===== src/rtl/srf_pkg.sv =====
// Shared types and constants for the sliding rank filter with stop detection.
// No dependencies.
package srf_pkg;

  localparam int DATA_W    = 8;
  localparam int BIT_IDX_W = $clog2(DATA_W);
  localparam int RANK_W    = 4;
  localparam int CFG_IDX_W = 2;

  typedef logic [DATA_W-1:0]    sample_t;
  typedef logic [BIT_IDX_W-1:0] bit_idx_t;
  typedef logic [RANK_W-1:0]    rank_t;
  typedef logic [CFG_IDX_W-1:0] cfg_idx_t;

  // Configuration register indexes
  localparam cfg_idx_t CFG_UPPER = 2'd0;
  localparam cfg_idx_t CFG_LOWER = 2'd1;
  localparam cfg_idx_t CFG_RANK  = 2'd2;

  localparam sample_t UPPER_RST = 8'd20;
  localparam sample_t LOWER_RST = 8'd6;
  localparam rank_t   RANK_RST  = 4'd6;

  // Rank unit status toward the sequencer
  typedef struct packed {
    logic    busy;
    logic    done;
    sample_t value;
  } rank_status_t;

endpackage


===== src/rtl/srf_window.sv =====
// Sample window: shift line of the last WINDOW_LEN samples, oldest at index 0.
// Depends on srf_pkg.
module srf_window #(
  parameter int WINDOW_LEN = 10
) (
  input  logic              clk,
  input  logic              rst_n,
  input  logic              shift_en,
  input  srf_pkg::sample_t  sample,
  output srf_pkg::sample_t  win [WINDOW_LEN]
);

  srf_pkg::sample_t win_r [WINDOW_LEN];

  always_ff @(posedge clk) begin
    if (!rst_n) begin
      for (int i = 0; i < WINDOW_LEN; i++) begin
        win_r[i] <= '0;
      end
    end else if (shift_en) begin
      for (int i = 0; i < WINDOW_LEN - 1; i++) begin
        win_r[i] <= win_r[i+1];
      end
      win_r[WINDOW_LEN-1] <= sample;
    end
  end

  assign win = win_r;

endmodule


===== src/rtl/srf_rank_unit.sv =====
// Iterative rank selector: MSB-first radix select, one bit per cycle.
// Each step counts live candidates with a zero in the current bit.
// Depends on srf_pkg.
module srf_rank_unit #(
  parameter int WINDOW_LEN = 10
) (
  input  logic                  clk,
  input  logic                  rst_n,
  input  logic                  start,
  input  srf_pkg::rank_t        rank,
  input  srf_pkg::sample_t      win [WINDOW_LEN],
  output srf_pkg::rank_status_t status
);

  localparam int KW = (WINDOW_LEN > 1) ? $clog2(WINDOW_LEN) : 1;
  localparam int CW = $clog2(WINDOW_LEN + 1);

  logic [WINDOW_LEN-1:0] alive_r, alive_nxt;
  logic [KW-1:0]         k_r, k_nxt;
  srf_pkg::bit_idx_t     bit_r;
  srf_pkg::sample_t      value_r;
  logic                  busy_r, done_r;

  logic [WINDOW_LEN-1:0] zero_mask, one_mask;
  logic [CW-1:0]         zero_cnt;
  logic                  take_one;
  logic [KW-1:0]         k_start;

  // Saturate rank to the largest sample
  assign k_start = (int'(rank) >= WINDOW_LEN) ? KW'(WINDOW_LEN - 1) : KW'(rank);

  always_comb begin
    zero_cnt = '0;
    for (int i = 0; i < WINDOW_LEN; i++) begin
      zero_mask[i] = alive_r[i] & ~win[i][bit_r];
      one_mask[i]  = alive_r[i] &  win[i][bit_r];
      zero_cnt     = zero_cnt + CW'(zero_mask[i]);
    end
    take_one  = ({{(CW-KW+1){1'b0}}, k_r} >= {1'b0, zero_cnt});
    alive_nxt = take_one ? one_mask : zero_mask;
    k_nxt     = take_one ? KW'(k_r - KW'(zero_cnt)) : k_r;
  end

  always_ff @(posedge clk) begin
    if (!rst_n) begin
      busy_r <= 1'b0;
      done_r <= 1'b0;
    end else begin
      done_r <= 1'b0;
      if (start) begin
        busy_r <= 1'b1;
      end else if (busy_r && bit_r == '0) begin
        busy_r <= 1'b0;
        done_r <= 1'b1;
      end
    end
  end

  always_ff @(posedge clk) begin
    if (start) begin
      alive_r <= '1;
      k_r     <= k_start;
      bit_r   <= srf_pkg::bit_idx_t'(srf_pkg::DATA_W - 1);
    end else if (busy_r) begin
      alive_r        <= alive_nxt;
      k_r            <= k_nxt;
      value_r[bit_r] <= take_one;
      bit_r          <= bit_r - 1'b1;
    end
  end

  assign status.busy  = busy_r;
  assign status.done  = done_r;
  assign status.value = value_r;

endmodule


===== src/rtl/sliding_rank_filter_stop_detect_unit.sv =====
// Sliding rank filter with stop detection: top level with sequencer and output register.
// Depends on srf_pkg, srf_window, srf_rank_unit.
// From input accept to out_valid: radix steps, finish (done to ST_DONE), then the output load;
// the window shifts on the accept edge itself.
// Input is taken only in IDLE; the rank unit resolves one sample bit per cycle.
// Reset (rst_n low, synchronous): window zero, stop flag 0, thresholds 20/6, rank 6.
module sliding_rank_filter_stop_detect_unit #(
  parameter int WINDOW_LEN = 10
) (
  input  logic                clk,
  input  logic                rst_n,
  // configuration write port
  input  logic                cfg_we,
  input  srf_pkg::cfg_idx_t   cfg_index,
  input  logic [7:0]          cfg_wdata,
  // input items
  input  logic                in_valid,
  output logic                in_stall,
  input  srf_pkg::sample_t    in_sample,
  // result items
  output logic                out_valid,
  input  logic                out_stall,
  output logic                out_stop,
  output srf_pkg::sample_t    out_ranked_distance
);

  typedef enum logic [2:0] {
    ST_IDLE = 3'b001,
    ST_RUN  = 3'b010,
    ST_DONE = 3'b100
  } state_t;

  state_t state_r, state_nxt;

  // Configuration registers
  srf_pkg::sample_t upper_r, lower_r;
  srf_pkg::rank_t   rank_r;

  // Output register; stop_r is also the sticky flag
  logic             out_valid_r;
  logic             stop_r, stop_nxt;
  srf_pkg::sample_t dist_r;

  logic                  in_acc, out_acc, load_out;
  srf_pkg::sample_t      win [WINDOW_LEN];
  srf_pkg::rank_status_t rank_st;
  srf_pkg::sample_t      v;

  assign in_acc   = in_valid && !in_stall;
  assign out_acc  = out_valid_r && !out_stall;
  // The output register frees up when empty or being drained this cycle
  assign load_out = (state_r == ST_DONE) && (!out_valid_r || !out_stall);

  assign in_stall = (state_r != ST_IDLE);

  always_ff @(posedge clk) begin
    if (!rst_n) begin
      upper_r <= srf_pkg::UPPER_RST;
      lower_r <= srf_pkg::LOWER_RST;
      rank_r  <= srf_pkg::RANK_RST;
    end else if (cfg_we) begin
      unique case (cfg_index)
        srf_pkg::CFG_UPPER: upper_r <= cfg_wdata;
        srf_pkg::CFG_LOWER: lower_r <= cfg_wdata;
        srf_pkg::CFG_RANK:  rank_r  <= cfg_wdata[srf_pkg::RANK_W-1:0];
        default: ;  // unused index, write dropped
      endcase
    end
  end

  srf_window #(.WINDOW_LEN(WINDOW_LEN)) u_window (
    .clk      (clk),
    .rst_n    (rst_n),
    .shift_en (in_acc),
    .sample   (in_sample),
    .win      (win)
  );

  // Rank unit starts on the accept edge and sees the shifted window next cycle
  srf_rank_unit #(.WINDOW_LEN(WINDOW_LEN)) u_rank (
    .clk    (clk),
    .rst_n  (rst_n),
    .start  (in_acc),
    .rank   (rank_r),
    .win    (win),
    .status (rank_st)
  );

  // Sequencer
  always_comb begin
    state_nxt = state_r;
    unique case (state_r)
      ST_IDLE: if (in_acc)       state_nxt = ST_RUN;
      ST_RUN:  if (rank_st.done) state_nxt = ST_DONE;
      ST_DONE: if (load_out)     state_nxt = ST_IDLE;
      default:                   state_nxt = ST_IDLE;
    endcase
  end

  always_ff @(posedge clk) begin
    if (!rst_n) begin
      state_r <= ST_IDLE;
    end else begin
      state_r <= state_nxt;
    end
  end

  // Stop flag: above upper sets, below upper clears, below lower sets (last wins)
  assign v = rank_st.value;
  always_comb begin
    stop_nxt = stop_r;
    if (v > upper_r) begin
      stop_nxt = 1'b1;
    end
    if (v < upper_r) begin
      stop_nxt = 1'b0;
    end
    if (v < lower_r) begin
      stop_nxt = 1'b1;
    end
  end

  always_ff @(posedge clk) begin
    if (!rst_n) begin
      out_valid_r <= 1'b0;
      stop_r      <= 1'b0;
    end else begin
      if (load_out) begin
        out_valid_r <= 1'b1;
        stop_r      <= stop_nxt;
      end else if (out_acc) begin
        out_valid_r <= 1'b0;
      end
    end
  end

  always_ff @(posedge clk) begin
    if (load_out) begin
      dist_r <= v;
    end
  end

  assign out_valid           = out_valid_r;
  assign out_stop            = stop_r;
  assign out_ranked_distance = dist_r;

  // Checks
  a_acc_starts_run: assert property (@(posedge clk) disable iff (!rst_n)
    in_acc |=> (state_r == ST_RUN) && rank_st.busy)
    else $error("accepted item did not start the rank unit");

  a_done_in_run: assert property (@(posedge clk) disable iff (!rst_n)
    rank_st.done |-> (state_r == ST_RUN))
    else $error("rank unit finished outside RUN");

  a_idle_unit_quiet: assert property (@(posedge clk) disable iff (!rst_n)
    (state_r == ST_IDLE) |-> !rank_st.busy)
    else $error("rank unit busy while idle");

  a_out_from_done: assert property (@(posedge clk) disable iff (!rst_n)
    $rose(out_valid_r) |-> $past(state_r == ST_DONE))
    else $error("result loaded outside DONE");

endmodule

===== config.mk =====
export PLATFORM = sky130hd
export DESIGN_NAME = sliding_rank_filter_stop_detect_unit
export DESIGN_NICKNAME = d
export VERILOG_FILES = /design/src/rtl/srf_pkg.sv /design/src/rtl/srf_window.sv /design/src/rtl/srf_rank_unit.sv /design/src/rtl/sliding_rank_filter_stop_detect_unit.sv
export SDC_FILE = /design/constraint.sdc
export NUM_CORES = 1
export LEC_CHECK = 0
export BUFFER_PORTS_ARGS = -buffer_cell sky130_fd_sc_hd__buf_4
export CORE_ASPECT_RATIO = 0.75
export CORE_MARGIN = 3
export CORE_UTILIZATION = 25
export CTS_BUF_LIST = sky130_fd_sc_hd__clkbuf_2 sky130_fd_sc_hd__clkbuf_4 sky130_fd_sc_hd__clkbuf_8
export CTS_CLUSTER_SIZE = 14
export DETAILED_ROUTE_END_ITERATION = 8
export PLACE_DENSITY_LB_ADDON = 0.1
export REMOVE_ABC_BUFFERS = 1
export SETUP_SLACK_MARGIN = 0.05
export SLEW_MARGIN = 20
export SYNTH_ARGS = -nofsm -noshare
export SYNTH_HDL_FRONTEND = slang
export SYNTH_SLANG_ARGS = --single-unit
export TNS_END_PERCENT = 30

===== constraint.sdc =====
create_clock -name clk -period 11 [get_ports clk]
set_clock_uncertainty 0.1 [all_clocks]
set_input_delay 2.2 -clock clk [delete_from_list [all_inputs] [get_ports clk]]
set_output_delay 2.2 -clock clk [all_outputs]
set_load 0.05 [all_outputs]

[Word-level counts from Yosys, hierarchy flattened]
Index checks and enable logic that the tools add are counted.
Word-level totals
  logic and storage cells: 146
  flip-flop bits (word level): 140
Operators by class
  order comparisons: 7
  eq/ne operators: 9
  reductions and logical operators: 24
  add/sub/neg operators: 11
  bitwise operators: 32
  muxes and demuxes: 40
Operators by type and width (number)
  4-bit by 1-bit adder with 4-bit output: 8
  1-bit binary-select mux with 3-bit select: 10
  1-bit bitwise AND: 20
  1-bit 2-to-1 mux: 19
  8-bit less-than comparator: 2
  4-bit 2-to-1 mux: 4
  1-bit inverter: 12
  2-bit AND reduction: 6
  10-bit 2-to-1 mux: 1
  3-bit 2-to-1 mux: 3
  3-bit one-hot mux with 3 select lines: 1
  8-bit bitwise mux: 1
  8-bit > comparator: 1
  2-bit nonzero test: 4
  1-bit logical AND: 5
  4-bit greater-or-equal comparator: 1
  4-bit greater-or-equal comparator, second input constant: 1
  3-bit by 4-bit less-than comparator with 1-bit output, second input constant: 1
  2-bit != test, second input constant: 2
  4-bit subtractor: 1
  1-bit demux with 3-bit select: 1
  3-bit by 1-bit == test with 1-bit output, second input constant: 1
  3-bit by 2-bit == test with 1-bit output, second input constant: 1
  3-bit == test, second input constant: 1
  other kinds (14): 16

[Longest topological paths before layout]
  depth after elaboration: 17
  gate-level depth with buffers: 24

[By module]
From an unflattened synthesis, not the netlist that was laid out.
Unflattened totals
  cell total of the unflattened synthesis: 601
  area total of the unflattened synthesis: 6860.3 µm²
By module, submodules not included
  srf_window: area an instance 3064.2 µm², cells an instance 257, instances 1
  srf_rank_unit: area an instance 2207.1 µm², cells an instance 188, instances 1
  sliding_rank_filter_stop_detect_unit: area an instance 1589.0 µm², cells an instance 156, instances 1

[Worst setup path after synthesis]
No wires, ideal clock.
  path kind: register -> register
  start: reg u_rank.bit_r[0]
  end: reg u_rank.alive_r[0]
  data required time: 10822 ps
  clock period less this slack: 5648 ps
  data arrival time: 5470 ps
  setup time: 78 ps
  slack: 5352 ps
  cell stages (with the launch flop): 22
  path through: dfxtp_1 > buf_6 > buf_8 > mux4_2 > mux2i_4 > and2_1 > ha_1 > inv_1 > fa_1 > fa_1 > inv_1 > fa_1 > fa_1 > inv_1 > fa_1 > fa_1 > a21oi_1 > o21ai_4 > nor2b_1 > clkbuf_1 > nor4b_1 > nor3_1
Between the ends
  longest elaborated chain between the ends: 15
RTL lines
  start: declaration: RTL line srf_rank_unit.sv:20  | srf_pkg::bit_idx_t bit_r;
  start signal: assignment: RTL line srf_rank_unit.sv:63  | bit_r <= srf_pkg::bit_idx_t'(srf_pkg::DATA_W - 1);
  start signal: assignment: RTL line srf_rank_unit.sv:68  | bit_r <= bit_r - 1'b1;
  1-bit binary-select mux with 3-bit select, on equally long branches: RTL line srf_rank_unit.sv:35, srf_rank_unit.sv:36
  1-bit 2-to-1 mux, on equally long branches: RTL line srf_rank_unit.sv:35, srf_rank_unit.sv:36
  1-bit inverter: RTL line srf_rank_unit.sv:35  | zero_mask[i] = alive_r[i] & ~win[i][bit_r];
  1-bit bitwise AND: RTL line srf_rank_unit.sv:35
  1-bit by 1-bit adder with 2-bit output: RTL line srf_rank_unit.sv:37  | zero_cnt = zero_cnt + CW'(zero_mask[i]);
  4-bit by 1-bit adder with 4-bit output (8 in a row): RTL line srf_rank_unit.sv:37
  4-bit greater-or-equal comparator: RTL line srf_rank_unit.sv:39  | take_one = ({{(CW-KW+1){1'b0}}, k_r} >= {1'b0, zero_cnt});
  10-bit 2-to-1 mux *: RTL line srf_rank_unit.sv:40  | alive_nxt = take_one ? one_mask : zero_mask;
  end signal: assignment: RTL line srf_rank_unit.sv:65  | alive_r <= alive_nxt;
  end: declaration: RTL line srf_rank_unit.sv:18  | logic [WINDOW_LEN-1:0] alive_r, alive_nxt;
Mark *: on every way between the ends. The rest lies on a longest branch, timed or not. The select of a mux whose other input is x is not followed.
A chain may end at the register's enable or synchronous reset.

[Worst setup path in the final report]
  start: reg u_rank.bit_r[2]
  end: reg u_rank.alive_r[0]
The elaborated chain is that of the path after synthesis.

==> impl_metrics.env <==
export IMPL_status="completed"
export IMPL_clockRootBuffer="clkbuf_8"
export IMPL_place_inst=1067
export IMPL_layout_common_cells="nand2_1 (182), dfxtp_1 (120), a21oi_1 (60)"
export IMPL_finalSetupTns_ps=0
export IMPL_routabilityCongestion=0.752
export IMPL_finalPower_mw=1.99
export IMPL_wl_per_cell_um=15.0
export IMPL_io_buffers=33
export IMPL_cts_tree="done"
export IMPL_row_count=51
export IMPL_clockBufferDepth=2
export IMPL_cts_setup_buffers=0
export IMPL_die_area_sq_mm=0.0288
export IMPL_power_leakage_nw=2.84
export IMPL_synth_seq_cells=140
export IMPL_slew_violations=0
export IMPL_post_route_min_period_ps=6630
export IMPL_area_growth_pct=15.2
export IMPL_drc=0
export IMPL_routed_wl_mm=16.4
export IMPL_drive_above_1_share_pct=12.8
export IMPL_post_cts_resized=0
export IMPL_cts_made_buffers=17
export IMPL_syn_area_sq_mm=0.00669
export IMPL_synth_async_reset_ratio_pct=0
export IMPL_holdPathEnd="u_window.win[79]"
export IMPL_syn_inst=732
export IMPL_vias=4954
export IMPL_rr_worst_depth=20
export IMPL_setup_violations=0
export IMPL_die_h_um=148
export IMPL_final_hold_violation_count=0
export IMPL_hpwl_mm=10.8
export IMPL_insertion_delay_ps=470
export IMPL_initialDrtViolationCount=246
export IMPL_synth_edff_count=20
export IMPL_hp_class="flip-flop to flip-flop"
export IMPL_grt_pass1_wl_mm=27.0
export IMPL_worstReg2RegEnd="u_rank.alive_r[0]"
export IMPL_grt_max_degree=96
export IMPL_fin_nets=798
export IMPL_cts_hold_buf=0
export IMPL_crit_type="flip-flop to flip-flop"
export IMPL_yosys_warnings=0
export IMPL_r2r_start="u_rank.bit_r[2]"
export IMPL_holdWs_ps=361
export IMPL_fillers=2760
export IMPL_grt_overflow_total=0
export IMPL_p_per_area_mw_per_mm2=259
export IMPL_yosysUniqueCellTypes=54
export IMPL_synthFlopType="dfxtp_1"
export IMPL_grt_pass1_vias=4916
export IMPL_pin_count=34
export IMPL_min_from="u_window.win[79]"
export IMPL_clk_pin_slew_ps=80
export IMPL_cp_end_kind="flip-flop"
export IMPL_n_antenna_cell=0
export IMPL_fmax_mhz=151
export IMPL_vdd_ir_drop_worst_mv=0.264
export IMPL_relSlewSlack_pct=31.5
export IMPL_antenna_left=0
export IMPL_rsz0062_at_grt="no"
export IMPL_final_common_cell="nand2_1"
export IMPL_die_x_um=195
export IMPL_cp_start_kind="flip-flop"
export IMPL_core_sq_mm=0.0262
export IMPL_tightestPinTransition_ps=1030
export IMPL_drv_cap=0
export IMPL_fin_cells=1099
export IMPL_crit_arrival_ps=6880
export IMPL_synth_seq_area_share_pct=44.9
export IMPL_initial_core_util_pct=25.6
export IMPL_min_period_over_period_pct=60.3
export IMPL_critPathRequiredTime_ps=11250
export IMPL_routed_via_density=4.51
export IMPL_cp_max_fo=34
export IMPL_synth_area_per_cell_sq_um=9.14
export IMPL_regToRegSetupSlack_ps=4370
export IMPL_gr_usage_all_layers_pct=11.9
export IMPL_htreeDepth=4
export IMPL_antenna_found_initial=0
export IMPL_drt_pre_antenna_iters=4
export IMPL_clock_sinks=140
export IMPL_hold_depth=2
through the flow:
step / cell area, sq um / setup slack, ps / util [%]
3_5_place_dp: 7210 / 4250 / 27.6
4_1_cts: 7700 / 4270 / 29.4
3_3_place_gp: 7210 / 4430 / 27.6
5_1_grt: 7700 / 3910 / 29.4
6_report: 7700 / 4370 / 29.4
2_1_floorplan: 6460 / 4550 / -
routing by layer:
| layer | global-route usage [%] | vias up | share of wire [%] |
|---|---|---|---|
| li1 | - | 2511 | - |
| met2 | 17.6 | 56 | 43 |
| met1 | 17.0 | 2374 | 53 |
| met3 | 3.05 | 13 | 3.4 |
| met4 | 3.46 | 0 | 1.1 |
| met5 | 0 | - | 0 |
cells in the mapped netlist, drive strengths merged (2+ instances only):
cell type / count / area [sq um]
a22oi: 2 / 15.0
fa: 7 / 140
o211ai: 5 / 37.5
nand2: 183 / 689
nor4b: 2 / 17.5
nor3b: 5 / 37.5
nor3: 15 / 75.1
a21oi: 60 / 300
a221oi: 2 / 17.5
and3: 3 / 18.8
a21boi: 50 / 375
nand4: 4 / 25.0
xnor2: 3 / 26.3
clkbuf: 27 / 101
nand3: 4 / 20.0
ha: 26 / 325
nand3b: 8 / 60.1
inv: 34 / 128
mux4: 12 / 270
o32ai: 2 / 17.5
nor2b: 15 / 93.8
o21a: 8 / 60.1
a21o: 5 / 37.5
mux2: 5 / 56.3
edfxtp: 20 / 601
o21ai: 14 / 81.3
dfxtp: 120 / 2400
buf: 21 / 126
nor2: 24 / 90.1
mux2i: 24 / 278
nor4: 2 / 12.5
and2: 6 / 37.5
nand2b: 3 / 18.8
logic make-up (layout without fill, tap and decap cells):
group / after synthesis / after routing / share of synthesized area [%]
AOI/OAI and AO/OA: 155 / 155 / 15.0
xor gates and xnor gates: 4 / 4 / 0.524
adders and majority gates: 33 / 33 / 6.96
buffers and inverters: 82 / 105 / 5.31
DFF: 140 / 140 / 44.9
muxes: 41 / 41 / 9.04
and+or+nand+nor: 277 / 277 / 18.3
final cells by class:
class / count / area [sq um] / share of cell area, %
Clock buffer: 17 / 234 / 3.04
Tap cell: 344 / 430 / 5.59
Multi-Input combinational cell: 510 / 3360 / 43.6
Clock inverter: 15 / 258 / 3.35
Timing Repair Buffer: 39 / 293 / 3.80
Inverter: 34 / 128 / 1.66
Sequential cell: 140 / 3000 / 39.0
worst max-delay path: stages, from the launching register on:
cell     delay, ps
dfxtp_1        320
buf_4          390
mux2_2         390
a21oi_1        140
nor2_1          80
nor4b_1        350
ha_1           290
inv_1           80
fa_1           420
fa_1           550
inv_1           60
fa_1           500
fa_1           460
inv_1           80
fa_1           450
ha_1           320
a21oi_1        110
o21ai_4        490
nor2b_1        570
nor4b_1        290
nor3_1          80
worst max-delay path by stage:
stage	slack (ps)	startpoint	depth (start not counted)	end
floorplan	4550	u_rank.bit_r[0]	18	u_rank.alive_r[0]
finish	4370	u_rank.bit_r[2]	20	u_rank.alive_r[0]
global placement	4430	u_rank.bit_r[0]	17	u_rank.alive_r[0]
detailed placement	4250	u_rank.bit_r[2]	20	u_rank.alive_r[0]
global route	3910	u_rank.bit_r[2]	20	u_rank.alive_r[0]
CTS	4270	u_rank.bit_r[2]	20	u_rank.alive_r[0]
power by group:
part           switching (mW)  internal, mW
clock network           0.222         0.297
registers              0.0234         0.624
logic                   0.497         0.331
total                   0.742          1.25
flip-flops by register name, indices dropped and copies added (netlist names):
register and count:
rank_r 4, state_r 3, u_rank.k_r 4, u_rank.done_r 1
u_rank.busy_r 1, lower_r 8, upper_r 8, u_rank.bit_r 3
out_ranked_distance 8, u_rank.alive_r 10, out_valid 1, u_rank.value_r 8
out_stop 1, u_window.win 80
Power figures use the tool's default switching activity.
